<file path="config.mk">
export PLATFORM = sky130hd
export DESIGN_NAME = oled_i2c_write_framer_core
export DESIGN_NICKNAME = d
export VERILOG_FILES = /design/src/design/oiwf_pkg.sv /design/src/design/oiwf_front.sv /design/src/design/oiwf_queue.sv /design/src/design/oiwf_back.sv /design/src/design/oled_i2c_write_framer_core.sv
export SDC_FILE = /design/constraint.sdc
export NUM_CORES = 1
export LEC_CHECK = 0
export ABC_AREA = 1
export BUFFER_PORTS_ARGS = -buffer_cell sky130_fd_sc_hd__clkbuf_2
export CAP_MARGIN = 20
export CORE_ASPECT_RATIO = 0.6
export CORE_UTILIZATION = 50
export DETAILED_ROUTE_END_ITERATION = 8
export PLACE_DENSITY = 0.75
export SYNTH_ARGS = -nofsm -noshare
export SYNTH_HDL_FRONTEND = slang
export SYNTH_SLANG_ARGS = --single-unit
</file>
<file path="constraint.sdc">
create_clock -name clk -period 4.6 [get_ports clk]
set_input_delay 0.23 -clock clk [delete_from_list [all_inputs] [get_ports clk]]
set_output_delay 0.23 -clock clk [all_outputs]
set_load 0.05 [all_outputs]
</file>
<file path="src/design/oiwf_pkg.sv">
package oiwf_pkg;

  localparam logic [1:0] SYM_START = 2'd0;
  localparam logic [1:0] SYM_BIT   = 2'd1;
  localparam logic [1:0] SYM_ACK   = 2'd2;
  localparam logic [1:0] SYM_STOP  = 2'd3;

  localparam logic [7:0] CTRL_COMMAND = 8'h00;
  localparam logic [7:0] CTRL_DATA    = 8'h40;
  localparam logic [6:0] ADDR_RESET   = 7'd60;
  localparam logic [3:0] ACK_SLOT     = 4'd8;

  typedef struct packed {
    logic       command;
    logic [7:0] byte_value;
    logic       last_byte;
  } in_item_t;

  typedef struct packed {
    logic [1:0] symbol;
    logic       sda_level;
    logic       end_of_run;
  } out_item_t;

  typedef struct packed {
    logic       pre_stop;
    logic       header;
    logic       data_burst;
    logic       post_stop;
    logic [7:0] addr_byte;
    logic [7:0] byte_value;
  } job_t;

endpackage

</file>
<file path="src/design/oiwf_front.sv">
module oiwf_front
  import oiwf_pkg::*;
(
  input  logic     clk,
  input  logic     rst,
  input  logic     in_valid,
  output logic     in_stall,
  input  in_item_t in_data,
  input  logic     cfg_valid,
  output logic     cfg_ready,
  input  logic [6:0] cfg_data,
  input  logic     q_full,
  output logic     q_push,
  output job_t     q_job
);

  logic       burst_open;
  logic       burst_open_next;
  logic [6:0] device_address;

  assign in_stall  = q_full;
  assign cfg_ready = 1'b1;
  assign q_push    = in_valid && !in_stall;

  always_comb begin
    q_job.addr_byte  = {device_address, 1'b0};
    q_job.byte_value = in_data.byte_value;
    if (!in_data.command) begin
      q_job.pre_stop   = burst_open;
      q_job.header     = 1'b1;
      q_job.data_burst = 1'b0;
      q_job.post_stop  = 1'b1;
      burst_open_next  = 1'b0;
    end else begin
      q_job.pre_stop   = 1'b0;
      q_job.header     = !burst_open;
      q_job.data_burst = 1'b1;
      q_job.post_stop  = in_data.last_byte;
      burst_open_next  = !in_data.last_byte;
    end
  end

  always_ff @(posedge clk) begin
    if (rst) begin
      burst_open     <= 1'b0;
      device_address <= ADDR_RESET;
    end else begin
      if (q_push) begin
        burst_open <= burst_open_next;
      end
      if (cfg_valid && cfg_ready) begin
        device_address <= cfg_data;
      end
    end
  end

endmodule

</file>
<file path="src/design/oiwf_queue.sv">
module oiwf_queue
  import oiwf_pkg::*;
#(
  parameter int DEPTH = 2
) (
  input  logic clk,
  input  logic rst,
  input  logic push,
  input  job_t push_job,
  output logic full,
  input  logic pop,
  output logic head_valid,
  output job_t head_job
);

  localparam int PTR_W = $clog2(DEPTH);
  localparam int CNT_W = $clog2(DEPTH + 1);
  localparam logic [PTR_W-1:0] LAST_PTR = PTR_W'(DEPTH - 1);
  localparam logic [CNT_W-1:0] FULL_CNT = CNT_W'(DEPTH);

  job_t             entries [DEPTH];
  logic [PTR_W-1:0] wr_ptr;
  logic [PTR_W-1:0] rd_ptr;
  logic [CNT_W-1:0] count;

  assign full       = (count == FULL_CNT);
  assign head_valid = (count != '0);
  assign head_job   = entries[rd_ptr];

  always_ff @(posedge clk) begin
    if (push) begin
      entries[wr_ptr] <= push_job;
    end
  end

  always_ff @(posedge clk) begin
    if (rst) begin
      wr_ptr <= '0;
      rd_ptr <= '0;
      count  <= '0;
    end else begin
      if (push) begin
        wr_ptr <= (wr_ptr == LAST_PTR) ? '0 : wr_ptr + PTR_W'(1);
      end
      if (pop) begin
        rd_ptr <= (rd_ptr == LAST_PTR) ? '0 : rd_ptr + PTR_W'(1);
      end
      if (push && !pop) begin
        count <= count + CNT_W'(1);
      end else if (pop && !push) begin
        count <= count - CNT_W'(1);
      end
    end
  end

  a_no_push_full: assert property (@(posedge clk) disable iff (rst) full |-> !push)
    else $error("push into full queue");
  a_no_pop_empty: assert property (@(posedge clk) disable iff (rst) pop |-> head_valid)
    else $error("pop from empty queue");

endmodule

</file>
<file path="src/design/oiwf_back.sv">
module oiwf_back
  import oiwf_pkg::*;
(
  input  logic      clk,
  input  logic      rst,
  input  logic      q_valid,
  input  job_t      q_job,
  output logic      q_pop,
  output logic      out_valid,
  input  logic      out_stall,
  output out_item_t out_data
);

  typedef enum logic [2:0] {
    P_PRESTOP,
    P_START,
    P_ADDR,
    P_CTRL,
    P_DATA,
    P_STOP
  } phase_t;

  logic       busy;
  phase_t     phase;
  logic [3:0] cnt;
  job_t       job;

  logic       advance;
  logic       byte_end;
  logic       is_last;
  logic [7:0] byte_sel;
  out_item_t  cur;
  phase_t     first_phase;

  assign advance  = busy && (!out_valid || !out_stall);
  assign byte_end = (cnt == ACK_SLOT);
  assign is_last  = (phase == P_STOP) || (phase == P_DATA && byte_end && !job.post_stop);
  assign q_pop    = q_valid && (!busy || (advance && is_last));

  always_comb begin
    if (q_job.pre_stop) begin
      first_phase = P_PRESTOP;
    end else if (q_job.header) begin
      first_phase = P_START;
    end else begin
      first_phase = P_DATA;
    end
  end

  always_comb begin
    byte_sel = job.byte_value;
    if (phase == P_ADDR) begin
      byte_sel = job.addr_byte;
    end else if (phase == P_CTRL) begin
      byte_sel = job.data_burst ? CTRL_DATA : CTRL_COMMAND;
    end
    cur.end_of_run = is_last;
    unique case (phase)
      P_PRESTOP, P_STOP: begin
        cur.symbol    = SYM_STOP;
        cur.sda_level = 1'b0;
      end
      P_START: begin
        cur.symbol    = SYM_START;
        cur.sda_level = 1'b0;
      end
      default: begin
        if (byte_end) begin
          cur.symbol    = SYM_ACK;
          cur.sda_level = 1'b1;
        end else begin
          cur.symbol    = SYM_BIT;
          cur.sda_level = byte_sel[3'(4'd7 - cnt)];
        end
      end
    endcase
  end

  always_ff @(posedge clk) begin
    if (rst) begin
      busy      <= 1'b0;
      phase     <= P_START;
      cnt       <= '0;
      out_valid <= 1'b0;
    end else begin
      if (advance) begin
        out_valid <= 1'b1;
        out_data  <= cur;
        cnt       <= '0;
        unique case (phase)
          P_PRESTOP: phase <= P_START;
          P_START:   phase <= P_ADDR;
          P_ADDR: begin
            if (byte_end) begin
              phase <= P_CTRL;
            end else begin
              cnt <= cnt + 4'd1;
            end
          end
          P_CTRL: begin
            if (byte_end) begin
              phase <= P_DATA;
            end else begin
              cnt <= cnt + 4'd1;
            end
          end
          P_DATA: begin
            if (byte_end) begin
              phase <= P_STOP;
            end else begin
              cnt <= cnt + 4'd1;
            end
          end
          default: phase <= P_STOP;
        endcase
        if (is_last) begin
          busy <= 1'b0;
        end
      end else if (out_valid && !out_stall) begin
        out_valid <= 1'b0;
      end
      if (q_pop) begin
        busy  <= 1'b1;
        job   <= q_job;
        phase <= first_phase;
        cnt   <= '0;
      end
    end
  end

  a_prestop_flag: assert property (@(posedge clk) disable iff (rst)
    (busy && phase == P_PRESTOP) |-> job.pre_stop)
    else $error("leading stop without open burst");
  a_end_symbol: assert property (@(posedge clk) disable iff (rst)
    (out_valid && out_data.end_of_run) |->
      (out_data.symbol == SYM_STOP || out_data.symbol == SYM_ACK))
    else $error("run ends on wrong symbol");
  a_cnt_range: assert property (@(posedge clk) disable iff (rst) busy |-> cnt <= ACK_SLOT)
    else $error("bit counter out of range");

endmodule

</file>
<file path="src/design/oled_i2c_write_framer_core.sv">
// items pass the job queue and the back end's job register; output symbols are registered,
// one per cycle while out_stall is low; a burst data byte is eight bits and an ACK, after a
// header if it opens a burst, a stop if it closes it; a command has both, closing any burst
// a 2-beat job queue lets the input side run ahead of the symbol sequencer
// reset: no burst open, device address 60, queue and output register empty
module oled_i2c_write_framer_core
  import oiwf_pkg::*;
#(
  parameter int QUEUE_DEPTH = 2
) (
  input  logic       clk,
  input  logic       rst,
  input  logic       in_valid,
  output logic       in_stall,
  input  in_item_t   in_data,
  output logic       out_valid,
  input  logic       out_stall,
  output out_item_t  out_data,
  input  logic       cfg_valid,
  output logic       cfg_ready,
  input  logic [6:0] cfg_data
);

  logic q_full;
  logic q_push;
  job_t q_in_job;
  logic q_pop;
  logic q_valid;
  job_t q_head_job;

  oiwf_front u_front (
    .clk       (clk),
    .rst       (rst),
    .in_valid  (in_valid),
    .in_stall  (in_stall),
    .in_data   (in_data),
    .cfg_valid (cfg_valid),
    .cfg_ready (cfg_ready),
    .cfg_data  (cfg_data),
    .q_full    (q_full),
    .q_push    (q_push),
    .q_job     (q_in_job)
  );

  oiwf_queue #(
    .DEPTH (QUEUE_DEPTH)
  ) u_queue (
    .clk        (clk),
    .rst        (rst),
    .push       (q_push),
    .push_job   (q_in_job),
    .full       (q_full),
    .pop        (q_pop),
    .head_valid (q_valid),
    .head_job   (q_head_job)
  );

  oiwf_back u_back (
    .clk       (clk),
    .rst       (rst),
    .q_valid   (q_valid),
    .q_job     (q_head_job),
    .q_pop     (q_pop),
    .out_valid (out_valid),
    .out_stall (out_stall),
    .out_data  (out_data)
  );

endmodule

</file>
Word level (Yosys, flattened, before mapping)
Memory sizes are Yosys's and may differ from the RTL's. A register that Yosys moved wholly into a read port is not among the register bits.
Cells that the tools add are included.
{"block": "word_totals", "ff_bits": 43, "mem_bits_rw": 38, "input_bits": 22, "out_inout_bits": 7, "wordCells": 101, "mem_count": 1}
{"memory": "u_queue.entries", "depth": 2, "word_bits": 19, "read_ports": 1, "rd_ports_with_merged_regs": 1, "write_ports": 1, "line_no": "oiwf_queue.sv:21", "rtl": "job_t entries [DEPTH];"}
{"block": "classes", "addsub": 6, "order_cmp": 1, "n_eq_ne": 10, "n_mux": 32, "n_bitwise": 1, "reduce_logical": 34}
{"op": "3-bit 2-to-1 mux", "count": 8}
{"op": "8-bit 2-to-1 mux", "count": 2}
{"op": "3-bit one-hot mux with 5 select lines", "count": 1}
{"op": "1-bit 2-to-1 mux", "count": 13}
{"op": "4-bit 2-to-1 mux", "count": 3}
{"op": "2-bit nonzero test", "count": 5}
{"op": "1-bit logical AND", "count": 9}
{"op": "1-bit logical NOT", "count": 9}
{"op": "3-bit by 2-bit inequality test with 1-bit output (second input constant)", "count": 3}
{"op": "7-bit 2-to-1 mux", "count": 1}
{"op": "3-bit by 2-bit == test with 1-bit output (second input constant)", "count": 2}
{"op": "3-bit == test (second input constant)", "count": 2}
{"op": "3-bit one-hot mux with 2 select lines", "count": 1}
{"op": "2-bit AND reduction", "count": 3}
{"op": "4-bit by 1-bit adder with 4-bit output (second input constant)", "count": 1}
{"op": "4-bit == test (second input constant)", "count": 1}
{"op": "3-bit by 4-bit less-than comparator with 1-bit output (second input constant)", "count": 1}
{"op": "2-bit 2-to-1 mux", "count": 2}
{"op": "4-bit AND reduction", "count": 1}
{"op": "2-bit OR reduction", "count": 2}
{"op": "1-bit binary-select mux with 3-bit select", "count": 1}
{"op": "3-bit by 1-bit == test with 1-bit output (second input constant)", "count": 1}
{"op": "3-bit logical NOT", "count": 1}
{"op": "1-bit logical OR", "count": 3}
{"op": "7 further kinds", "count": 8}

Logic depth before layout (Yosys ltp)
{"block": "depth", "depth_word": 10, "mapped_depth": 14, "mapped_depth_nobuf": 14}

Cells and area by module
Synthesis repeated with hierarchy kept, for this count alone.
{"block": "unflattened", "cells_unflattened": 297, "hier_area_um2": 3590.9}
{"mod": "oiwf_queue", "n_inst": 1, "cells_each": 95, "area_each_um2": 1750.4, "seq_area_each_um2": 1301.2}
{"mod": "oiwf_back", "n_inst": 1, "cells_each": 144, "area_each_um2": 1438.9, "seq_area_each_um2": 840.8}
{"mod": "oiwf_front", "n_inst": 1, "cells_each": 58, "area_each_um2": 401.6, "seq_area_each_um2": 160.2}

Worst setup path before layout
No wires, ideal clock.
{"block": "synth_timing", "path_kind": "register to register", "startpoint": "register u_back.out_valid", "endpoint": "register u_queue.count[1]", "setup_ns": 0.122, "arrival_ns": 1.857, "t_required_ns": 4.478, "setup_slack_ns": 2.621, "path_stages_with_launch": 12, "path_buffers": 0, "period_less_slack_ns": 1.979, "path_cell_list": "dfxtp_1 -> nand2_1 -> nand2_1 -> inv_2 -> nand2_2 -> nand2_4 -> nand2_4 -> ha_1 -> a21oi_1 -> o21ai_0 -> o21ai_0 -> a21oi_1"}
{"block": "synth_via", "elab_chain_len": 9, "elab_cells_between_ends": 11, "classes_between": "1 x mux; 10 x reduce/logical"}
{"element": "start: declaration", "line_no": "oiwf_back.sv:9", "rtl": "output logic out_valid,"}
{"element": "start signal: assignment", "line_no": "oiwf_back.sv:84", "rtl": "out_valid <= 1'b0;"}
{"element": "start signal: assignment", "line_no": "oiwf_back.sv:87", "rtl": "out_valid <= 1'b1;"}
{"element": "start signal: assignment", "line_no": "oiwf_back.sv:120", "rtl": "out_valid <= 1'b0;"}
{"element": "1-bit logical NOT (*)", "line_no": "oiwf_back.sv:35", "rtl": "assign advance = busy && (!out_valid || !out_stall);"}
{"element": "1-bit logical OR (*)", "line_no": "oiwf_back.sv:35"}
{"element": "1-bit logical AND (*)", "line_no": "oiwf_back.sv:35"}
{"element": "1-bit logical AND (*)", "line_no": "oiwf_back.sv:38", "rtl": "assign q_pop = q_valid && (!busy || (advance && is_last));"}
{"element": "1-bit logical OR (*)", "line_no": "oiwf_back.sv:38"}
{"element": "1-bit logical AND (*)", "line_no": "oiwf_back.sv:38"}
{"element": "1-bit logical NOT", "line_no": "oiwf_queue.sv:48", "rtl": "if (push && !pop) begin"}
{"element": "1-bit logical AND", "line_no": "oiwf_queue.sv:48"}
{"element": "2-bit 2-to-1 mux / 2-bit nonzero test (equally long branches)"}
{"element": "end signal: assignment", "line_no": "oiwf_queue.sv:49", "rtl": "count <= count + CNT_W'(1);"}
{"element": "end signal: assignment", "line_no": "oiwf_queue.sv:51", "rtl": "count <= count - CNT_W'(1);"}
{"element": "end: declaration", "line_no": "oiwf_queue.sv:24", "rtl": "logic [CNT_W-1:0] count;"}
Every way passes the cells marked *; elsewhere a longest branch is shown, timed or not.
A chain may end at the register's enable or synchronous reset.

==> flow_summary.json <==
{
  "outcome": "finished clean",
  "cts_buffers": 9,
  "hold_class": "input pin to register",
  "holdWs_ps": 56.8,
  "grt_max_degree": 21,
  "rows": 22,
  "syn_avg_cell_area_um2": 11.8,
  "grt_util_all_layers_pct": 17.8,
  "grt_pass1_wl_um": 8700,
  "critical_path_depth": 14,
  "clk_path_buf_depth": 2,
  "core_um2": 6170,
  "dp_slack_ps": 2420,
  "routed_wl_um": 5420,
  "critPathLaunch": "u_back.cnt[0]",
  "period_needed_ps": 2210,
  "multiInputGateArea_um2": 896,
  "clk_pin_slew_ps": 80,
  "static-leakage-power_uw": 0.00143,
  "initial_core_util_pct": 52.3,
  "slowest_stage": "dfxtp_1",
  "yosysWarnings": 0,
  "final_common_cell": "edfxtp_1",
  "ant_nets": 0,
  "tightest_slew_ps": 970,
  "post-dp-hpwl_um": 3660,
  "crit_path_end_kind": "register",
  "rsz0062_at_grt": "no",
  "worstSkewPairLatency_ps": 350,
  "worstPathMaxFanout": 8,
  "grt_pass1_vias": 1763,
  "chipHeight_um": 64.2,
  "fin_ws_ps": 2390,
  "cts.htree.levels": 3,
  "critPathMaxStageDelay_ps": 380,
  "ios": 29,
  "first_pass_iters": 4,
  "most-common-layout-cells": "59 x edfxtp_1, 57 x nand2_1, 27 x clkbuf_2",
  "area_growth_pct": 13.2,
  "ys_seq_area_share_pct": 68.6,
  "n_fill_cell": 519,
  "drive_above_1_share_pct": 23.6,
  "ys_ff_latch": 81,
  "instances_no_fill": 398,
  "r2r_cells": 14,
  "max-cap-violations": 0,
  "gr-total-overflow": 0,
  "synth_cells": 273,
  "relSlewSlack_pct": 35.2,
  "num_antenna_cells": 0,
  "io_buffers": 27,
  "crit_arrival_ps": 2460,
  "root_buffer": "clkbuf_8",
  "num_vias": 1998,
  "dp_cells": 382,
  "setup_violations": 0,
  "synth-main-ff-cell": "edfxtp_1",
  "r2r_end": "u_queue.count[1]",
  "vias_per_cell": 5.02,
  "cp.required_ps": 4850,
  "cp_cell_sequence": "inv_1 -> ha_1 -> nand2_1 -> nor2_2 -> nand3_1 -> nand2_2 -> nand2_2 -> nand2_4 -> nand2_4 -> ha_1 -> a21oi_1 -> o21ai_0 -> o21ai_0 -> a21oi_1",
  "drt_iter0_drc": 127,
  "regArea_um2": 2210,
  "fin_skew_ps": 8.64,
  "syn_area_um2": 3220,
  "slew_viol_final": 0,
  "wl_per_cell_um": 13.6,
  "cts.sinks": 81,
  "startpoint_type": "register",
  "fin_crit_sh_pct": 48.1,
  "cts_tree": "built",
  "cpLargestDelayFamily": "simple AND/OR/NAND/NOR gates",
  "async_flop_share_pct": 0,
  "post_cts_buffers": 0,
  "drc": 0,
  "cp-endpoint": "u_queue.count[1]",
  "holdBufCountCts": 0,
  "fin_setup_tns_ps": 0,
  "pwr_density_cell_nw_per_um2": 559,
  "synth.distinct_cells": 24,
  "worstSetupPathType": "register to register",
  "final_hold_viol_count": 0,
  "syn-num-nets": 298,
  "nets": 334,
  "antenna_found_initial": 0,
  "final_util_pct": 59.2,
  "cts_resized": 0,
  "r2r_start": "u_back.cnt[0]",
  "ff2ff_setup_slack_ps": 2390,
  "ir_drop_uv": 330,
  "gp_congestion": 0.877,
  "path_buf_inv": 1,
  "die_w_um": 106,
  "die_area_um2": 6780,
  "fmax_ghz": 0.452,
  "synth_edf_count": 59
}
==> routing by layer <==
layer	global-route usage, %	wire [um]	vias up
li1	-	-	1015
met1	25.3	2830	922
met2	23.9	2200	54
met3	8.47	327	7
met4	5.21	60	0
met5	0	0	-
==> worst register-to-register path, cell delays in order, from the launching register on <==
cell,delay [ps]
dfxtp_1,380
inv_1,180
ha_1,180
nand2_1,60
nor2_2,140
nand3_1,100
nand2_2,80
nand2_2,60
nand2_4,90
nand2_4,80
ha_1,310
a21oi_1,120
o21ai_0,110
o21ai_0,150
a21oi_1,50
==> synth_stat cells, types with 3 or more instances <==
library cell | count | area [um2]
inv_1 | 22 | 82.6
nor2_1 | 18 | 67.6
ha_1 | 3 | 37.5
nand2_4 | 3 | 33.8
a21oi_1 | 16 | 80.1
nand3_1 | 20 | 100
dfxtp_1 | 22 | 440
o21ai_0 | 15 | 75.1
nand2_2 | 3 | 18.8
nand2_1 | 57 | 214
mux2_2 | 18 | 203
inv_2 | 3 | 11.3
edfxtp_1 | 59 | 1770
==> where the power goes <==
part           total (uW)  switching [uW]  internal (uW)
clock                 489             247            242
combinational         503             319            184
sequential           1050            90.5            959
total                2040             656           1380
==> cell families (layout without fill, tap and decap cells) <==
kind of cell    Yosys count  after routing  synth area share (%)
flops                    81             81                  68.6
compound gates           34             34                  5.32
fa+ha+maj                 3              3                  1.16
other cells               1              1                 0.116
buf+inv                  29             70                  3.57
simple gates            107            107                  14.9
mux                      18             18                  6.29
==> cell type report <==
type	instances	area share (%)
inverter	25	2.57
clock buffer	13	4.63
sequential	81	60.6
tap	84	2.88
timing repair buffer	29	4.11
clock inverter	3	0.651
multi-input combinational	163	24.5
==> state kept, by name (all words and copies together), names as in the netlist, named ones only <==
| register | flops |
|---|---|
| u_queue.entries | 38 |
| u_back.busy | 1 |
| u_back.out_data | 4 |
| u_queue.rd_ptr | 1 |
| u_back.cnt | 4 |
| u_back.out_valid | 1 |
| u_queue.count | 2 |
| u_front.burst_open | 1 |
| u_queue.wr_ptr | 1 |
| u_back.phase | 3 |
| u_back.job | 17 |
| u_front.device_address | 7 |
==> worst min-delay path by stage <==
stage	from	endpoint	slack, ps	cells after the start
detailed placement	in_data[5]	u_queue.entries[0][4]	420	1
global placement	in_data[8]	u_queue.entries[0][7]	420	1
CTS	in_data[1]	u_queue.entries[1][0]	40	1
global route	in_data[1]	u_queue.entries[1][0]	30	1
finish	in_data[1]	u_queue.entries[1][0]	60	1
floorplan	rst	u_back.busy	300	1
==> stage by stage <==
stage          power, uW  instance area (um2)
3_3_place_gp        1550                 3460
4_1_cts             2060                 3650
3_5_place_dp        1570                 3460
6_report            2040                 3650
2_1_floorplan       1430                 3220
5_1_grt             2160                 3650
(Power assumes the default switching activity.)
